[src/bsrl_pkg.sv]
// Shared types and constants for the bad track safe run lookup unit.
package bsrl_pkg;

	typedef enum logic [1:0] {
		MODE_HASH  = 2'd0,
		MODE_TREE  = 2'd1,
		MODE_QUERY = 2'd2,
		MODE_NONE  = 2'd3
	} mode_t;

	localparam int unsigned HASH_ENTRIES = 256;
	localparam int unsigned SLOT_W       = 10;
	localparam int unsigned HASH_W       = 8;
	localparam int unsigned TRACK_W      = 16;
	localparam int unsigned CNT_W        = 10;

	typedef struct packed {
		logic               vld;
		mode_t              mode;
		logic [SLOT_W-1:0]  slot;
		logic [HASH_W-1:0]  hval;
		logic [TRACK_W-1:0] bad_in;
		logic [TRACK_W-1:0] alt_in;
		logic [TRACK_W-1:0] track;
		logic [TRACK_W-1:0] count;
		logic               found;
		logic [TRACK_W-1:0] fbad;
		logic [TRACK_W-1:0] falt;
	} stage_t;

	typedef struct packed {
		logic [TRACK_W-1:0] bad;
		logic [TRACK_W-1:0] alt;
	} node_t;

endpackage

[src/bsrl_level.sv]
// One tree level: compare against the level above, then write or read this level's bank.
module bsrl_level #(
	parameter int unsigned LEVEL  = 0,
	parameter int unsigned NODE_W = 11
) (
	input  logic                clk,
	input  logic                arst_n,
	input  logic                adv,
	input  logic [NODE_W-1:0]   limit,
	input  bsrl_pkg::stage_t    st_in,
	input  logic [NODE_W-1:0]   node_in,
	input  bsrl_pkg::node_t     rd_in,
	output bsrl_pkg::stage_t    st_out,
	output logic [NODE_W-1:0]   node_out,
	output bsrl_pkg::node_t     rd_out
);

	localparam int unsigned AW    = (LEVEL == 0) ? 1 : LEVEL;
	localparam int unsigned SW    = (AW > bsrl_pkg::SLOT_W) ? AW : bsrl_pkg::SLOT_W;
	localparam int unsigned DEPTH = 1 << LEVEL;

	bsrl_pkg::node_t     mem [DEPTH];
	bsrl_pkg::stage_t    st_nx;
	logic [NODE_W-1:0]   node_nx;
	logic [AW-1:0]       raddr;
	logic [AW-1:0]       waddr;
	logic [SW-1:0]       slot_ext;
	logic                active;
	logic                right;
	logic                wen;

	always_comb begin
		st_nx    = st_in;
		slot_ext = SW'(st_in.slot);
		active   = (LEVEL != 0) && (st_in.mode == bsrl_pkg::MODE_QUERY) && (node_in <= limit);
		right    = st_in.track > rd_in.bad;
		if (active && !right) begin
			st_nx.found = 1'b1;
			st_nx.fbad  = rd_in.bad;
			st_nx.falt  = rd_in.alt;
		end
		if (LEVEL == 0) begin
			node_nx = NODE_W'(1);
		end else begin
			node_nx = {node_in[NODE_W-2:0], right};
		end
		if (LEVEL == 0) begin
			raddr = '0;
			waddr = '0;
		end else begin
			raddr = node_nx[AW-1:0];
			waddr = slot_ext[AW-1:0];
		end
		wen      = st_in.vld && (st_in.mode == bsrl_pkg::MODE_TREE) &&
			((slot_ext >> LEVEL) == SW'(1));
	end

	always_ff @(posedge clk) begin
		if (adv) begin
			if (wen) begin
				mem[waddr] <= '{bad: st_in.bad_in, alt: st_in.alt_in};
			end
			rd_out <= mem[raddr];
		end
	end

	always_ff @(posedge clk or negedge arst_n) begin
		if (!arst_n) begin
			st_out.vld <= 1'b0;
		end else if (adv) begin
			st_out   <= st_nx;
			node_out <= node_nx;
		end
	end

endmodule

[config.mk]
export PLATFORM = sky130hd
export DESIGN_NAME = bsrl_level
export DESIGN_NICKNAME = d
export VERILOG_FILES = /design/src/bsrl_pkg.sv /design/src/bsrl_level.sv
export SDC_FILE = /design/constraint.sdc
export NUM_CORES = 1
export LEC_CHECK = 0
export BUFFER_PORTS_ARGS = -buffer_cell sky130_fd_sc_hd__clkbuf_2
export CAP_MARGIN = 15
export CORE_AREA = 2 2 132 134
export DETAILED_ROUTE_END_ITERATION = 8
export DIE_AREA = 0 0 134 136
export GPL_TIMING_DRIVEN = 0
export PLACE_DENSITY = 0.74
export RECOVER_POWER = 25
export SYNTH_ARGS = -nofsm -noshare
export SYNTH_HDL_FRONTEND = slang
export SYNTH_SLANG_ARGS = --single-unit
[constraint.sdc]
create_clock -name clk -period 0.95 [get_ports clk]
set_input_delay 0.095 -clock clk [delete_from_list [all_inputs] [get_ports clk]]
set_output_delay 0.095 -clock clk [all_outputs]
set_load 0.1 [all_outputs]
# [Word level (Yosys, flattened, before mapping)]
# Memory sizes are Yosys's and may differ from the RTL's. A register that Yosys moved wholly into a read port is not among the register bits.
# Index checks and enable logic that the tools add are counted.
[totals] ff_bits=118 out_inout_bits=161 mem_count=1 ramBits=32 wordCells=20 inputBits=175
[classes] n_mux=3 eq_ne=2 reduce_logical=3
[memory_table] name="mem" depth=1 width=32 rd=1 rd_ports_with_merged_regs=1 wr=1 line_no="bsrl_level.sv:22" rtl="bsrl_pkg::node_t mem [DEPTH];"
[ops] operator="$eq A10 B1 Y1 const B" n=1
[ops] operator="$mux W1" n=3
[ops] operator="$eq A2 B1 Y1 const B" n=1
[ops] operator="$logic_and A1 B1 Y1" n=2
[ops] operator="$reduce_and A2 Y1" n=1

# [Longest topological paths before layout]
[logic_depth] depth_word=6 ltp_mapped=2 depth_no_buf=2

# [Worst setup path before layout]
# No wires, ideal clock.
[synth_path] path_type="input port to flip-flop" start="input adv" end="register st_out[0] in the netlist's numbering (enable)" arrival_time_ns=2.783 setup_ns=0.489 cell_stages=1 n_path_buf=0 slack_ns=-2.322 required_time_ns=0.461 cell_sequence="and2_1"
[synth_between] elab_chain_len=1
[synth_rtl] item="start: declaration" line_no="bsrl_level.sv:8" rtl="input logic adv,"
[synth_rtl] item="$reduce_and A2 Y1 (no line)"
[synth_rtl] item="end signal: assignment" line_no="bsrl_level.sv:71" rtl="st_out <= st_nx;"
[synth_rtl] item="end: declaration" line_no="bsrl_level.sv:13" rtl="output bsrl_pkg::stage_t st_out,"
# No other way between the ends.
# A chain may end at the register's enable or synchronous reset.

# [Worst setup path in the final report]
[layout_path] start="register st_out[117] in the netlist's numbering" end="output st_out[117] in the netlist's numbering"
# No word-level cell between the ends.

==> implementation parameters <==
Parameter                              Value

Status
  Run status ... finished, violations left
  Violations in the final reports ... negative setup slack

Yosys
  Library cell with the highest instance count after synthesis ... sky130_fd_sc_hd__edfxtp_1
  Largest area contributor in the synthesized netlist ... sky130_fd_sc_hd__edfxtp_1
  Post-synthesis share of cell area spent on xor and xnor gates ... 0%
  Main flop type after synthesis ... sky130_fd_sc_hd__edfxtp_1
  Ys async rst share ... less than 1%
  Synth Cell Area ... ~0.0056 mm2
  Synth cell count leaders ... sky130_fd_sc_hd__edfxtp_1 (181), sky130_fd_sc_hd__buf_4 (11), sky130_fd_sc_hd__conb_1 (2)
  Top cells by area in the synthesized netlist ... sky130_fd_sc_hd__edfxtp_1 (97%), sky130_fd_sc_hd__buf_4 (1.5%), sky130_fd_sc_hd__dfrtp_1 (0.45%), sky130_fd_sc_hd__and4bb_2 (0.22%), sky130_fd_sc_hd__mux2_2 (0.20%)
  Fraction of synthesized area in multiplexers ... 0.201%
  Share of the yosys chip area belonging to registers ... between 90% and 100%
  Number of warnings issued by yosys ... 0
  Number of enable flip-flop cells after synthesis ... 181
  Register bit total from synthesis ... 182
  Fraction of post-synthesis cell area in the top cell type by area ... between 90% and 100%
  Area fraction in compound gates after synthesis ... 0%
  Gate count after technology mapping ... just over 200
  Share of synthesized cell area in full adder, half adder and majority cells ... 0%
  Number of different library cells in the post-synthesis netlist ... 11
  Main combinational cell family by area after synthesis ... buffers and inverters
  Post-synthesis simple-gate area fraction ... less than 1%
  Avg Inst Size Synth ... between 20 and 30 um2

Timing
  Unrepaired setup endpoints after global routing ... yes
  Fin worst setup slack ... -0.260 ns
  Final count of negative-setup-slack endpoints ... about 170
  Clk_skew ... 0.00402 ns
  Worst-Margin Slew ... 0.660 ns
  Normalized max-slew margin ... 56.0%
  Share of the cycle needed by the critical path after routing ... 127%
  Peak Freq ... 826 MHz
  Post-layout min period ... approximately 1.2 ns
  Hold Slack ... approximately 0.060 ns
  Final hold vios ... 0
  Max-slew violations ... 0

Global routing
  Initial antenna violation count ... 1
  Overall overflow remaining after global route ... 0
  Global-route wire length before repair ... between 20000 and 25000 um
  Pin count of the biggest net entering global routing ... 38
  Global routing usage summed across all routing layers ... between 10% and 20%
  Vias in the first global route ... 4129

Power and ir drop
  Switching share of total power ... approximately 33%
  Worst supply voltage drop on vdd ... around 1.1 mV
  Total net switching power ... slightly below 7 mW
  Sequential Power Share ... approximately 45%
  Total internal power ... between 10 and 15 mW
  Clock network fraction of total power ... between 30% and 40%
  Static leakage ... roughly 4.3 nW
  Cell area power density ... between 1500 and 2000 mW/mm2
  Combinational fraction of design power ... between 20% and 30%

Worst setup path
  CP Class ... reg2out
  Slowest cell on crit path ... sky130_fd_sc_hd__dfrtp_4
  CP Capture Type ... primary output
  Highest fanout seen on the critical path ... 2
  Slowest Stage Delay on Critical Path ... around 0.49 ns
  Buf/Inv on CP ... 1
  Critical-path cell list ... clkbuf_16
  Arr. time, crit path ... between 1 and 1.5 ns
  Crit start category ... flip-flop
  Worst EP required ... between 0.8 and 0.9 ns
  Dominant delay contributor by cell family on the critical path ... flip-flops

Floorplan
  Ports ... roughly 340
  Area enclosed by the die boundary ... about 0.018 mm2
  Std-Cell Core Area ... between 0.015 and 0.02 mm2
  Initial cell density of the core ... 33.2%
  Row count ... between 40 and 50
  Die extent in x ... 134 um
  Vertical extent of the die ... about 140 um

Place
  Placed cells ... roughly 710
  Detailed Place HPWL ... 8550 um
  Routability Congestion ... ~0.78
  Place WS ... -1.43 ns
  Post-detailed-placement cell area ... ~0.0073 mm2
  Buffers added on ports ... 270

Cells and area
  Share of post-route cells with drive strength above 1 ... between 50% and 60%
  Design Area, Final ... between 0.01 and 0.015 mm2
  Synthesis-to-layout area growth ... 91.3%
  Number of standard cells in the layout, taps in and fillers out ... roughly 870
  Number of nets in the finished design ... between 800 and 900
  Layout fillers ... between 1000 and 1500

Clock tree
  Source-to-sink clock delay at the later pin of the worst-skew pair ... a little over 0.4 ns
  Buffer type at the clock tree root ... sky130_fd_sc_hd__clkbuf_16
  TritonCTS clock tree ... built
  Number of sinks handled by clock tree synthesis ... about 180
  Total clock buffers created by CTS ... 17
  Depth of the CTS H-tree ... 4
  Clock tree buffer depth ... 2
  Clock transition at path regs ... 0.07 ns

Min path
  Worst min-delay path category ... in2reg

Detailed routing
  Length of the first detailed-routing pass in iterations ... 4
  Wire per inst ... approximately 19 um
  Detailed Route Iter0 Violations ... approximately 140
  Wire length reported by the detailed router ... 16800 um
  Vias ... 3701
  Number of DRC violations after detailed routing ... 0
  Post-detailed-route count of antenna-violating nets ... 0
  Number of vias per cell ... 4.27

Run
  Max-cap violation count ... 0
cells in the final DEF (no fill, tap or decap), drive strengths merged:
cell type / synthesis / routed
buf: 11 / 163
bufbuf: 0 / 1
edfxtp: 181 / 181
and4bb: 1 / 1
nor2: 1 / 1
dfrtp: 1 / 1
clkbuf: 0 / 138
clkinv: 0 / 5
nor4: 1 / 1
nor4bb: 1 / 1
dlygate4sd3: 0 / 120
conb: 2 / 11
inv: 0 / 9
mux2: 1 / 1
diode: 0 / 1
and2: 1 / 3
clkinvlp: 0 / 1
and4: 1 / 3
timing repair:
item | 4_1_cts | 5_1_grt
hold endpoints to repair | 151 | 0
pin swaps | 2 | 1
setup buffers | 2 | 0
setup endpoints to repair | 299 | 166
cloned | 4 | 1
hold buffers | 120 | 0
resized for setup | 308 | 150
cell type report:
cell class                 instances  area (um2)  area share (%)
timing repair buffer             394        4170            38.8
sequential                       182        5460            50.9
clock inverter                    15         133            1.24
multi-input combinational         22         173            1.61
antenna                            1        2.50          0.0233
tap                              225         282            2.62
buffer                            11        82.6           0.770
clock buffer                      17         425            3.97
state kept, by name, indices dropped and copies added (netlist names):
name,count
st_out,118
rd_out,32
mem,32
logic make-up (layout without fill, tap and decap cells):
kind of cell  Yosys count  count (layout)
buf+inv                11             437
flops                 182             182
mux                     1               1
other cells             2              12
simple gates            6              10
routing by layer:
metal | track usage, % | wire length (um) | vias to the layer above
li1 | - | - | 1660
met1 | 18.7 | 5730 | 1801
met2 | 32.5 | 9160 | 207
met3 | 6.86 | 1440 | 33
met4 | 9.16 | 505 | 0
met5 | 0 | 0 | -
power groups by stage:
stage	sequential [mW]	clock, mW	combinational, mW
global placement	9.53	0	3.71
global route	9.56	7.06	5.12
floorplan	12.3	0	0.305
finish	9.53	6.62	5.00
CTS	9.42	6.77	4.80
detailed placement	9.54	0	3.76
through the flow:
step           power (mW)  setup TNS (ns)  util, %
2_1_floorplan        12.6          -63.21        -
3_3_place_gp         13.2         -226.05     43.2
3_5_place_dp         13.3         -194.42     43.4
4_1_cts              21.0          -30.28     62.4
5_1_grt              21.7          -33.21     63.6
6_report             21.2          -26.03     63.6
path summary, 6_finish.rpt:
path	start	endpoint	slack, ns	depth (start not counted)
setup / recovery	st_out[117]	st_out[117]	-0.26	1
hold / removal	adv	rd_out[26]	0.06	1
setup reg to reg	st_out[117]	st_out[117]	0.08	1
hold reg to reg	mem[0][14]	rd_out[14]	0.42	0
max in group asynchronous	arst_n	st_out[117]	0.21	3
min in group asynchronous	arst_n	st_out[117]	0.61	3
Note: power is estimated with default switching activity, not from simulation.
